### src/hdl/gsbt_pkg.sv
// shared constants and codes for the grid sweep best tracker
package gsbt_pkg;

	localparam int NUM_DIMS_DEF   = 4;
	localparam int NUM_SLOTS_DEF  = 8;
	localparam int COORD_BITS_DEF = 16;

	localparam int LANE_BITS   = 16;
	localparam int LANE_DIMS   = 4;
	localparam int SCORE_BITS  = 32;
	localparam int COUNT_BITS  = 32;
	localparam int SLOT_BITS   = 3;
	localparam int ACTION_BITS = 2;
	localparam int DIMSEL_BITS = 3;

	localparam int CFG_IDX_BITS  = 3;
	localparam int CFG_DATA_BITS = 64;

	localparam int S_TDATA_BITS = 32;
	localparam int S_TUSER_BITS = 5;
	localparam int M_TDATA_BITS = 128;
	localparam int M_TUSER_BITS = 2;

	typedef logic [ACTION_BITS-1:0]  action_t;
	typedef logic [CFG_IDX_BITS-1:0] cfg_idx_t;

	localparam action_t ACT_RESTART = 2'd0;
	localparam action_t ACT_ADVANCE = 2'd1;
	localparam action_t ACT_REPORT  = 2'd2;
	localparam action_t ACT_READ    = 2'd3;

	localparam cfg_idx_t REG_DIM_LOWS    = 3'd0;
	localparam cfg_idx_t REG_DIM_HIGHS   = 3'd1;
	localparam cfg_idx_t REG_DIM_STEPS   = 3'd2;
	localparam cfg_idx_t REG_DIMS_IN_USE = 3'd3;

	localparam logic [CFG_DATA_BITS-1:0] DIM_STEPS_RST = 64'h0001_0001_0001_0001;
	localparam logic [DIMSEL_BITS-1:0]   DIMS_IN_USE_RST = 3'd4;

	localparam int USER_FINISHED = 0;
	localparam int USER_IMPROVED = 1;

endpackage

### src/hdl/gsbt_ram.sv
// generic single-write, single-read ram with registered read data
module gsbt_ram #(
	parameter int WIDTH = 32,
	parameter int DEPTH = 8,
	localparam int AW = (DEPTH > 1) ? $clog2(DEPTH) : 1
) (
	input  logic             clk,
	input  logic             we,
	input  logic [AW-1:0]    waddr,
	input  logic [WIDTH-1:0] wdata,
	input  logic             re,
	input  logic [AW-1:0]    raddr,
	output logic [WIDTH-1:0] rdata
);

	logic [WIDTH-1:0] mem_q [DEPTH];

	always_ff @(posedge clk) begin
		if (we) begin
			mem_q[waddr] <= wdata;
		end
		if (re) begin
			rdata <= mem_q[raddr];
		end
	end

endmodule

### src/hdl/grid_sweep_best_tracker.sv
// top level of the grid sweep generator with per-slot best score keeping
//
// items enter on the s_axis channel: tuser carries the action and the slot,
// tdata the signed q16.16 score. actions are restart, advance, report score
// and read best. every item gives exactly one result item on m_axis: tdata
// holds the four coordinates, the slot's best grade and the step count,
// tuser the finished and improved flags.
// registers are written on the cfg channel (index, 64-bit data), always
// ready; write them only while no item is in flight.
// one item is taken every cycle unless the output stalls. the slot bests
// live in a ram read at accept time and updated from stage 1; a write-back
// register forwards the last update to the next item, and a valid bit per
// slot makes restart clear all bests at once.
// s_axis_tready drops only while the output register holds a result that
// the receiver has not taken; then the whole pipeline holds.
// after reset the point is zero, bests and count are clear, lows and highs
// are zero, steps are one and four dimensions are in use.
module grid_sweep_best_tracker #(
	parameter int NUM_DIMS   = gsbt_pkg::NUM_DIMS_DEF,
	parameter int NUM_SLOTS  = gsbt_pkg::NUM_SLOTS_DEF,
	parameter int COORD_BITS = gsbt_pkg::COORD_BITS_DEF
) (
	input  logic                               clk,
	input  logic                               arst_n,
	input  logic                               s_axis_tvalid,
	output logic                               s_axis_tready,
	// score
	input  logic [gsbt_pkg::S_TDATA_BITS-1:0]  s_axis_tdata,
	// action, score_slot
	input  logic [gsbt_pkg::S_TUSER_BITS-1:0]  s_axis_tuser,
	output logic                               m_axis_tvalid,
	input  logic                               m_axis_tready,
	// coord_0, coord_1, coord_2, coord_3, best_grade, steps_taken
	output logic [gsbt_pkg::M_TDATA_BITS-1:0]  m_axis_tdata,
	// sweep_finished, improved
	output logic [gsbt_pkg::M_TUSER_BITS-1:0]  m_axis_tuser,
	input  logic                               cfg_valid,
	output logic                               cfg_ready,
	input  logic [gsbt_pkg::CFG_IDX_BITS-1:0]  cfg_index,
	input  logic [gsbt_pkg::CFG_DATA_BITS-1:0] cfg_data
);

	localparam int CB  = COORD_BITS;
	localparam int CW1 = COORD_BITS + 1;
	localparam int SB  = gsbt_pkg::SCORE_BITS;
	localparam int LB  = gsbt_pkg::LANE_BITS;
	localparam int AW  = (NUM_SLOTS > 1) ? $clog2(NUM_SLOTS) : 1;
	localparam int EW  = SB + NUM_DIMS * COORD_BITS;

	typedef logic signed [CB-1:0] coord_t;

	// configuration
	logic [gsbt_pkg::CFG_DATA_BITS-1:0] lows_q, highs_q, steps_q;
	logic [gsbt_pkg::DIMSEL_BITS-1:0]   dims_q;

	// state
	coord_t                           pt_q [NUM_DIMS];
	logic [gsbt_pkg::COUNT_BITS-1:0]  cnt_q;
	logic [NUM_SLOTS-1:0]             vld_q;
	logic                             fwd_vld_q;
	logic [AW-1:0]                    fwd_addr_q;
	logic [EW-1:0]                    fwd_data_q;

	// stage 1
	logic                             vld_s1;
	gsbt_pkg::action_t                action_s1;
	logic [gsbt_pkg::SLOT_BITS-1:0]   slot_s1;
	logic signed [SB-1:0]             score_s1;

	// output register
	logic                             out_vld_q;
	logic [gsbt_pkg::M_TDATA_BITS-1:0] out_data_q;
	logic [gsbt_pkg::M_TUSER_BITS-1:0] out_user_q;

	logic                             adv, s_acc, proc;
	logic [EW-1:0]                    ram_rdata, rd_ent, ent, wr_ent;
	logic                             we, clr, fin, imp, slot_ok, fin_adv;
	logic [AW-1:0]                    addr_s1;
	logic signed [SB-1:0]             eff_score, grade;
	coord_t                           low_c [NUM_DIMS];
	coord_t                           high_c [NUM_DIMS];
	coord_t                           step_c [NUM_DIMS];
	logic signed [CW1-1:0]            nxt_c [NUM_DIMS];
	logic [NUM_DIMS-1:0]              can_c;
	coord_t                           pt_adv [NUM_DIMS];
	coord_t                           pt_nxt [NUM_DIMS];
	coord_t                           eff_pt [NUM_DIMS];
	coord_t                           out_pt [NUM_DIMS];
	logic [gsbt_pkg::COUNT_BITS-1:0]  cnt_nxt;
	logic [gsbt_pkg::DIMSEL_BITS-1:0] n_used;
	logic [gsbt_pkg::M_TDATA_BITS-1:0] res_data;
	logic                             carry;

	assign adv           = !out_vld_q || m_axis_tready;
	assign s_axis_tready = adv;
	assign s_acc         = s_axis_tvalid && adv;
	assign proc          = vld_s1 && adv;
	assign cfg_ready     = 1'b1;

	assign m_axis_tvalid = out_vld_q;
	assign m_axis_tdata  = out_data_q;
	assign m_axis_tuser  = out_user_q;

	assign addr_s1 = AW'(slot_s1);
	assign slot_ok = int'(slot_s1) < NUM_SLOTS;

	always_ff @(posedge clk or negedge arst_n) begin
		if (!arst_n) begin
			lows_q  <= '0;
			highs_q <= '0;
			steps_q <= gsbt_pkg::DIM_STEPS_RST;
			dims_q  <= gsbt_pkg::DIMS_IN_USE_RST;
		end else if (cfg_valid) begin
			unique case (cfg_index)
				gsbt_pkg::REG_DIM_LOWS:    lows_q  <= cfg_data;
				gsbt_pkg::REG_DIM_HIGHS:   highs_q <= cfg_data;
				gsbt_pkg::REG_DIM_STEPS:   steps_q <= cfg_data;
				gsbt_pkg::REG_DIMS_IN_USE: dims_q  <= cfg_data[gsbt_pkg::DIMSEL_BITS-1:0];
				default: ;
			endcase
		end
	end

	gsbt_ram #(
		.WIDTH(EW),
		.DEPTH(NUM_SLOTS)
	) u_best_ram (
		.clk   (clk),
		.we    (we && proc),
		.waddr (addr_s1),
		.wdata (wr_ent),
		.re    (s_acc),
		.raddr (AW'(s_axis_tuser[gsbt_pkg::ACTION_BITS +: gsbt_pkg::SLOT_BITS])),
		.rdata (ram_rdata)
	);

	// lanes, odometer step and best entry lookup
	always_comb begin
		if (dims_q == '0) begin
			n_used = 3'd1;
		end else if (int'(dims_q) > NUM_DIMS) begin
			n_used = gsbt_pkg::DIMSEL_BITS'(NUM_DIMS);
		end else begin
			n_used = dims_q;
		end

		for (int d = 0; d < NUM_DIMS; d++) begin
			low_c[d]  = lows_q[LB*d +: CB];
			high_c[d] = highs_q[LB*d +: CB];
			step_c[d] = steps_q[LB*d +: CB];
			nxt_c[d]  = CW1'(pt_q[d]) + CW1'(step_c[d]);
			can_c[d]  = nxt_c[d] <= CW1'(high_c[d]);
		end

		carry   = 1'b1;
		fin_adv = 1'b0;
		for (int d = 0; d < NUM_DIMS; d++) begin
			pt_adv[d] = pt_q[d];
			if (carry && d < int'(n_used)) begin
				if (can_c[d]) begin
					pt_adv[d] = CB'(nxt_c[d]);
					carry     = 1'b0;
				end else if (d == int'(n_used) - 1) begin
					fin_adv = 1'b1;
					carry   = 1'b0;
				end else begin
					pt_adv[d] = low_c[d];
				end
			end
		end

		rd_ent    = (fwd_vld_q && fwd_addr_q == addr_s1) ? fwd_data_q : ram_rdata;
		ent       = (slot_ok && vld_q[addr_s1]) ? rd_ent : '0;
		eff_score = ent[SB-1:0];
		for (int d = 0; d < NUM_DIMS; d++) begin
			eff_pt[d] = ent[SB + CB*d +: CB];
		end

		wr_ent[SB-1:0] = score_s1;
		for (int d = 0; d < NUM_DIMS; d++) begin
			wr_ent[SB + CB*d +: CB] = pt_q[d];
		end
	end

	// item processing
	always_comb begin
		pt_nxt  = pt_q;
		out_pt  = pt_q;
		cnt_nxt = cnt_q;
		fin     = 1'b0;
		imp     = 1'b0;
		we      = 1'b0;
		clr     = 1'b0;
		grade   = slot_ok ? eff_score : '0;
		unique case (action_s1)
			gsbt_pkg::ACT_RESTART: begin
				pt_nxt  = low_c;
				out_pt  = low_c;
				cnt_nxt = '0;
				clr     = 1'b1;
				grade   = '0;
			end
			gsbt_pkg::ACT_ADVANCE: begin
				pt_nxt = pt_adv;
				out_pt = pt_adv;
				fin    = fin_adv;
				if (!fin_adv && cnt_q != '1) begin
					cnt_nxt = cnt_q + gsbt_pkg::COUNT_BITS'(1);
				end
			end
			gsbt_pkg::ACT_REPORT: begin
				if (slot_ok && score_s1 > eff_score) begin
					imp   = 1'b1;
					we    = 1'b1;
					grade = score_s1;
				end
			end
			gsbt_pkg::ACT_READ: begin
				for (int d = 0; d < NUM_DIMS; d++) begin
					out_pt[d] = slot_ok ? eff_pt[d] : '0;
				end
			end
			default: ;
		endcase

		res_data = '0;
		for (int d = 0; d < gsbt_pkg::LANE_DIMS; d++) begin
			if (d < NUM_DIMS) begin
				res_data[LB*d +: LB] = LB'(out_pt[d]);
			end
		end
		res_data[LB*gsbt_pkg::LANE_DIMS +: SB] = grade;
		res_data[LB*gsbt_pkg::LANE_DIMS + SB +: gsbt_pkg::COUNT_BITS] = cnt_nxt;
	end

	always_ff @(posedge clk or negedge arst_n) begin
		if (!arst_n) begin
			vld_s1    <= 1'b0;
			out_vld_q <= 1'b0;
			for (int d = 0; d < NUM_DIMS; d++) begin
				pt_q[d] <= '0;
			end
			cnt_q     <= '0;
			vld_q     <= '0;
			fwd_vld_q <= 1'b0;
		end else if (adv) begin
			vld_s1    <= s_axis_tvalid;
			out_vld_q <= vld_s1;
			if (vld_s1) begin
				pt_q  <= pt_nxt;
				cnt_q <= cnt_nxt;
				if (clr) begin
					vld_q     <= '0;
					fwd_vld_q <= 1'b0;
				end else if (we) begin
					vld_q[addr_s1] <= 1'b1;
					fwd_vld_q      <= 1'b1;
				end
			end
		end
	end

	always_ff @(posedge clk) begin
		if (s_acc) begin
			action_s1 <= s_axis_tuser[gsbt_pkg::ACTION_BITS-1:0];
			slot_s1   <= s_axis_tuser[gsbt_pkg::ACTION_BITS +: gsbt_pkg::SLOT_BITS];
			score_s1  <= s_axis_tdata;
		end
		if (proc) begin
			out_data_q <= res_data;
			out_user_q[gsbt_pkg::USER_FINISHED] <= fin;
			out_user_q[gsbt_pkg::USER_IMPROVED] <= imp;
			if (we) begin
				fwd_addr_q <= addr_s1;
				fwd_data_q <= wr_ent;
			end
		end
	end

endmodule

### config.mk
export PLATFORM = sky130hd
export DESIGN_NAME = grid_sweep_best_tracker
export DESIGN_NICKNAME = d
export VERILOG_FILES = /design/src/hdl/gsbt_pkg.sv /design/src/hdl/gsbt_ram.sv /design/src/hdl/grid_sweep_best_tracker.sv
export SDC_FILE = /design/constraint.sdc
export NUM_CORES = 2
export LEC_CHECK = 0
export BUFFER_PORTS_ARGS = -buffer_cell sky130_fd_sc_hd__buf_2
export CORE_MARGIN = 2
export CORE_UTILIZATION = 30
export DETAILED_ROUTE_END_ITERATION = 10
export SYNTH_ARGS = -nofsm -noshare
export SYNTH_HDL_FRONTEND = slang
export SYNTH_SLANG_ARGS = --single-unit
### constraint.sdc
create_clock -name clk -period 34.3 [get_ports clk]
set_input_delay 3.43 -clock clk [delete_from_list [all_inputs] [get_ports clk]]
set_output_delay 3.43 -clock clk [all_outputs]
set_load 0.02 [all_outputs]
# ---- Yosys cells after proc, flatten, opt, wreduce, memory -nomap -nowiden
# Memories as Yosys holds them, arrays and structs flattened. A register that Yosys moved wholly into a read port is not among the register bits.
# Index checks and enable logic that the tools add are counted.
dict set report totals {
  reg_bits 568
  latchBits 0
  mem_bits_rw 768
  mem_bits_ro 0
  in_bits 109
  wordCells 134
  memories 1
}
# name words word_bits rd rd_clocked_by_memory_dff write_ports line_no
set memory_table {}
lappend memory_table {u_best_ram.mem_q 8 96 1 1 1 gsbt_ram.sv:16} ;# logic [WIDTH-1:0] mem_q [DEPTH];
dict set report op_classes {
  add_sub_neg 6
  mul 0
  div 0
  magnitude_cmp 12
  eq_ne 11
  n_shift 0
  n_mux 56
  bitwise 1
  n_reduce_logical 26
}
# op count
set ops {}
lappend ops {{2-to-1 mux 16 bit} 12}
lappend ops {{2-to-1 mux 96 bit} 2}
lappend ops {{case mux 64 bit (3 select lines)} 1}
lappend ops {{case mux 32 bit (2 select lines)} 2}
lappend ops {{case mux 64 bit (2 select lines)} 1}
lappend ops {{adder 16 x 16 -> 17 bit} 4}
lappend ops {{<= comparator 17 x 16 -> 1 bit} 4}
lappend ops {{2-to-1 mux 32 bit} 2}
lappend ops {{adder 32 x 1 -> 32 bit (second input constant)} 1}
lappend ops {{> comparator 32 bit} 1}
lappend ops {{zero test 32 bit} 1}
lappend ops {{!= test 32 bit (second input constant)} 1}
lappend ops {{2-to-1 mux 1 bit} 30}
lappend ops {{2-to-1 mux 8 bit} 2}
lappend ops {{AND reduction 2 bit} 6}
lappend ops {{logical AND 1 bit} 9}
lappend ops {{equality test 3 x 4 -> 1 bit (first input constant)} 2}
lappend ops {{bitwise OR 8 bit} 1}
lappend ops {{equality test 3 x 2 -> 1 bit (second input constant)} 2}
lappend ops {{zero test 3 bit} 2}
lappend ops {{less-than comparator 1 x 3 -> 1 bit (first input constant)} 2}
lappend ops {{less-than comparator 2 x 3 -> 1 bit (first input constant)} 2}
lappend ops {{2-to-1 mux 3 bit} 2}
lappend ops {{AND reduction 3 bit} 2}
lappend ops {{other kinds (15)} 18}

# ---- Longest topological paths before layout
dict set report depth {
  depth_word 21
  mapped_depth 22
  ltp_nobuf 19
}

# ---- By module
# From an unflattened synthesis, not the netlist that was laid out.
dict set report unflattened {
  hier_cells 3968
  hier_area_um2 61707.9
}
# module n_inst cells_each area_per_inst_um2 seq_area_each_um2
set by_module_without_submodules {}
lappend by_module_without_submodules {gsbt_ram 1 1219 31766.7 25944.9}
lappend by_module_without_submodules {grid_sweep_best_tracker 1 2749 29941.2 15551.2}

# ---- Worst setup path after synthesis
# OpenSTA, ideal clock, no wires.
dict set report synth_path {
  path_type {in2reg}
  from {input port m_axis_tready}
  to {memory u_best_ram.mem_q[4][0] (netlist bit) (enable)}
  arrival_ps 13145
  t_required_ps 33632
  setup_slack_ps 20487
  stages 6
  n_path_buf 1
  path_cell_list {nand2b_1 > nand2_1 > clkinv_1 > o21ai_1 > clkbuf_1 > nor3_1}
}
dict set report synth_between {
  elab_chain_len 5
}
# item line_no
set synth_lines {}
lappend synth_lines {{start, declared} grid_sweep_best_tracker.sv:32} ;# input logic m_axis_tready,
lappend synth_lines {{logical OR 1 bit} grid_sweep_best_tracker.sv:94} ;# assign adv = !out_vld_q || m_axis_tready;
lappend synth_lines {{logical AND 1 bit} grid_sweep_best_tracker.sv:97} ;# assign proc = vld_s1 && adv;
lappend synth_lines {{named net proc} grid_sweep_best_tracker.sv:75} ;# logic adv, s_acc, proc;
lappend synth_lines {{logical AND 1 bit} grid_sweep_best_tracker.sv:129} ;# .we (we && proc),
lappend synth_lines {{2-to-1 mux 1 bit} gsbt_ram.sv:19} ;# if (we) begin
lappend synth_lines {{2-to-1 mux 1 bit (not written as such)} gsbt_ram.sv:20} ;# mem_q[waddr] <= wdata;
lappend synth_lines {{end, declared} gsbt_ram.sv:16}
# The timed path passes the listed nets, and every way through them passes these cells.

# ---- Worst setup path after layout
dict set report layout_path {
  from {input port m_axis_tready}
  to {output port s_axis_tready}
}
dict set report layout_between {
  elab_chain_len 1
}
# item line_no
set layout_lines {}
lappend layout_lines {{logical OR 1 bit} grid_sweep_best_tracker.sv:94}
lappend layout_lines {{end, declared} grid_sweep_best_tracker.sv:26} ;# output logic s_axis_tready,
# No other way between the ends.

==> summary.txt <==
Drt
  • DRC Markers: 0
  • Vias post-DR: roughly 38000
  • Drt wl/cell: 23.93 um
  • DRT Wirelength: 175800 um
  • Vias per Instance: 5.195
  • Drt initial violations: roughly 3600
  • ANT nets after route: 1
  • Detailed Routing Iterations Pass 1: 6

Synth
  • Most used DFF post-synth: edfxtp_1
  • Register area share after synthesis: 66.10%
  • Syn nets: 4468
  • Post-Synthesis Cells: between 4000 and 5000
  • Yosys reg bits: 1432
  • Synth Cell Area: around 63000 sq um
  • Syn. warnings: 0
  • Post-synth EDFFs: 1130
  • Synth area leaders: edfxtp_1 (54%), dfrtp_1 (12%), mux4_2 (6.9%)
  • Post-synth cell types: 91
  • Area leader, netlist: edfxtp_1
  • Syn Area/Cell: 14.98 sq um
  • Ys async rst share: 21.09%
  • Fraction of post-synthesis cell area in the top cell type by area: between 50% and 60%

Placed design
  • Post-DP HPWL: 110400 um
  • Placed cell count: 7065
  • Port Buf Inserts: 240
  • Placer Congestion: 0.8105

Final layout
  • Share of layout cells above drive strength 1: a little under a quarter
  • Layout net count: 4704
  • Area delta synth->final: 15.08%
  • Post-route insts no fill: approximately 7300

Clocking
  • CTS H-tree depth: 4
  • Resized Gates After CTS: 0
  • Hold-fix buffers, CTS: 0
  • CTS root buffer: clkbuf_16
  • Reg clk slew, reported paths: ~60 ps
  • CTS tree: done
  • CTS sink count: approximately 1400
  • Total CTS buffers: approximately 150
  • Maximum root-to-sink buffer count: 3
  • Post-CTS Setup Bufs: 0
  • Worst-Skew Late Latency: between 700 and 800 ps

STA
  • Fin crit share: 21.39%
  • Clk_skew: 22.96 ps
  • Min Tclk post-route: 7338 ps
  • Unrepaired setup endpoints after global routing: no
  • Rel. slew slack: 19.79%
  • Slew Viols, Final: 0
  • Final Setup Violations: 0
  • Hold Fails Final Rpt: 0
  • Worst-Margin Slew: around 1200 ps
  • FMAX: 0.1363 GHz
  • TNS Setup: 0 ps

Setup path
  • Critical-path cell list: buf_2, nand2b_1, buf_2
  • CP Capture Type: primary output
  • CP Launch Type: input pin
  • Cell count of the worst reg-to-reg path: 17
  • Worst Path Max Fanout: 5
  • CP max stage cell: nand2b_1
  • Req. time, crit path: 30870 ps
  • Most Frequent Cell on Critical Path: buf_2
  • Critical path arrival: 3910 ps
  • WS Path Type: in -> out
  • Crit path largest cell delay: about 190 ps

Pwr
  • Sw power: 2.006 mW
  • Lkg Pwr: 25.85 nW
  • Sw Ratio: 35.17%
  • Peak supply drop: around 0.000084 V
  • Seq pwr share: 41.2%
  • Power per cell area: 78.96 nW/um^2
  • Clock network power share: 28.4%
  • Combinational Power Share: 30.3%
  • Internal power: 3.698 mW

GRT
  • Initial antenna violation count: 32
  • Final global-route overflow total: 0
  • Vias in the first global route: 37782
  • First-pass GRT wire length: about 260000 um
  • Gr usage total: 16.28%
  • Largest net degree at the start of global routing: between 100 and 150

Floorplan
  • Chip Width: 461.4 um
  • Core Region: 207500 sq um
  • Site row count: 167
  • Die area: 212900 sq um
  • Starting Density: between 30 and 40%
  • IO Pins: 242
  • Die height: 461.4 um

Outcome
  • Status: complete, but fails checks
  • Failing checks: antenna violations

Worst hold path
  • Worst hold path type: reg -> reg
  • Hold Path Depth: 2

Run
  • Max-cap violations: 0
## power groups by stage
stage,registers (mW),clock network (mW),logic (mW)
6_report,2.35,1.62,1.73
5_1_grt,2.38,1.72,1.89
3_5_place_dp,2.39,0,1.72
3_3_place_gp,2.37,0,1.69
4_1_cts,2.35,1.66,1.73
2_1_floorplan,2.32,0,1.15
## registers in the layout, indices dropped and copies added (netlist names)
name	cells
action_s1	2
addr_s1	3
cnt_q	32
dims_q	3
fwd_addr_q	3
fwd_data_q	96
fwd_vld_q	1
highs_q	64
lows_q	64
m_axis_tdata	128
m_axis_tuser	2
m_axis_tvalid	1
pt_q	64
score_s1	32
steps_q	64
u_best_ram.mem_q	768
u_best_ram.rdata	96
vld_q	8
vld_s1	1
## synthesized netlist by cell type (all sizes together) (19+ instances only)
library cell,instances
nor3,54
inv,161
a22o,35
a31oi,38
mux2i,86
xnor2,32
ha,165
a32oi,19
edfxtp,1130
buf,58
nor2,139
nand2b,36
mux4,192
and3,24
or3,27
mux2,244
o22a,25
clkbuf,173
o211ai,24
nand2,369
o21ai,195
nand4,29
dfrtp,297
o21a,29
nand3,59
or2,21
a21oi,165
a21o,37
## path summary, 6_finish.rpt
check / startpoint / endpoint / slack (ps)
worst max-delay path: m_axis_tready / s_axis_tready / 26960
worst min-delay path: vld_q[4] / vld_q[4] / 480
max in group asynchronous: arst_n / lows_q[60] / 30090
worst min register to register: vld_q[4] / vld_q[4] / 480
min in group asynchronous: arst_n / highs_q[20] / 2650
worst max register to register: addr_s1[0] / u_best_ram.mem_q[3][65] / 27160
## layout make-up
type	instances	area, sq um
sequential	1432	41500
clock buffer	204	4161
clock inverter	71	714.4
antenna	6	15.01
inverter	162	615.6
multi-input combinational	2365	19910
timing repair buffer	318	1843
tap	2788	3488
fill	19814	135200
## metal layers
layer,global-route usage [%],vias up,share of wire [%]
met5,0,-,0.047
met4,4.232,12,2.2
met3,2.710,267,6.5
met2,25.61,1366,46
met1,23.26,19768,45
li1,-,16746,-
## metrics by stage
stage	power, mW	setup slack (ps)	util, %	hold slack (ps)	cell area [sq um]
after floorplan	3.477	20490	-	424.4	62780
after global placement	4.067	26790	32.46	464.1	67350
after detailed placement	4.102	26730	32.46	462.2	67350
after CTS	5.735	26950	34.81	475.7	72230
after global routing	5.996	26780	34.81	517.6	72230
final	5.704	26960	34.82	482.0	72240
## worst max-delay path: cells and delay by family
kind	cells	cell delay, ps
and+or+nand+nor	1	190
buffers and inverters	2	290
## cells in the final DEF (no fill, tap or decap), types with 19 or more instances in the layout
cell type  count
nand2_1      368
nor3_1        47
a31oi_1       38
nand2b_1      35
o211ai_1      24
nand3_1       59
nor2_1       133
o21ai_0      186
a21o_1        37
dfrtp_1      297
buf_4         77
inv_1        159
or3_1         27
xnor2_1       32
a22o_1        34
mux2i_1       86
edfxtp_1    1130
mux4_2       192
and3_1        24
a32oi_1       19
o22a_1        25
buf_2        236
clkbuf_16    154
mux2_2       244
nand4_1       29
clkbuf_1      38
or2_2         21
o21a_1        29
a21oi_1      165
ha_1         165
## kinds of logic (layout without fill, tap and decap cells)
kind of cell / Yosys count / in the layout / synth area share (%)
other: 1 / 7 / 0.005974
AO/OA/AOI/OAI: 780 / 780 / 8.361
multiplexers: 522 / 522 / 12.64
flip-flops: 1432 / 1432 / 66.10
buffers and inverters: 393 / 755 / 2.436
adder cells (fa/ha/maj): 169 / 169 / 3.416
XOR/XNOR: 47 / 47 / 0.6558
AND/OR/NAND/NOR: 846 / 846 / 6.386
(Power assumes the default switching activity.)
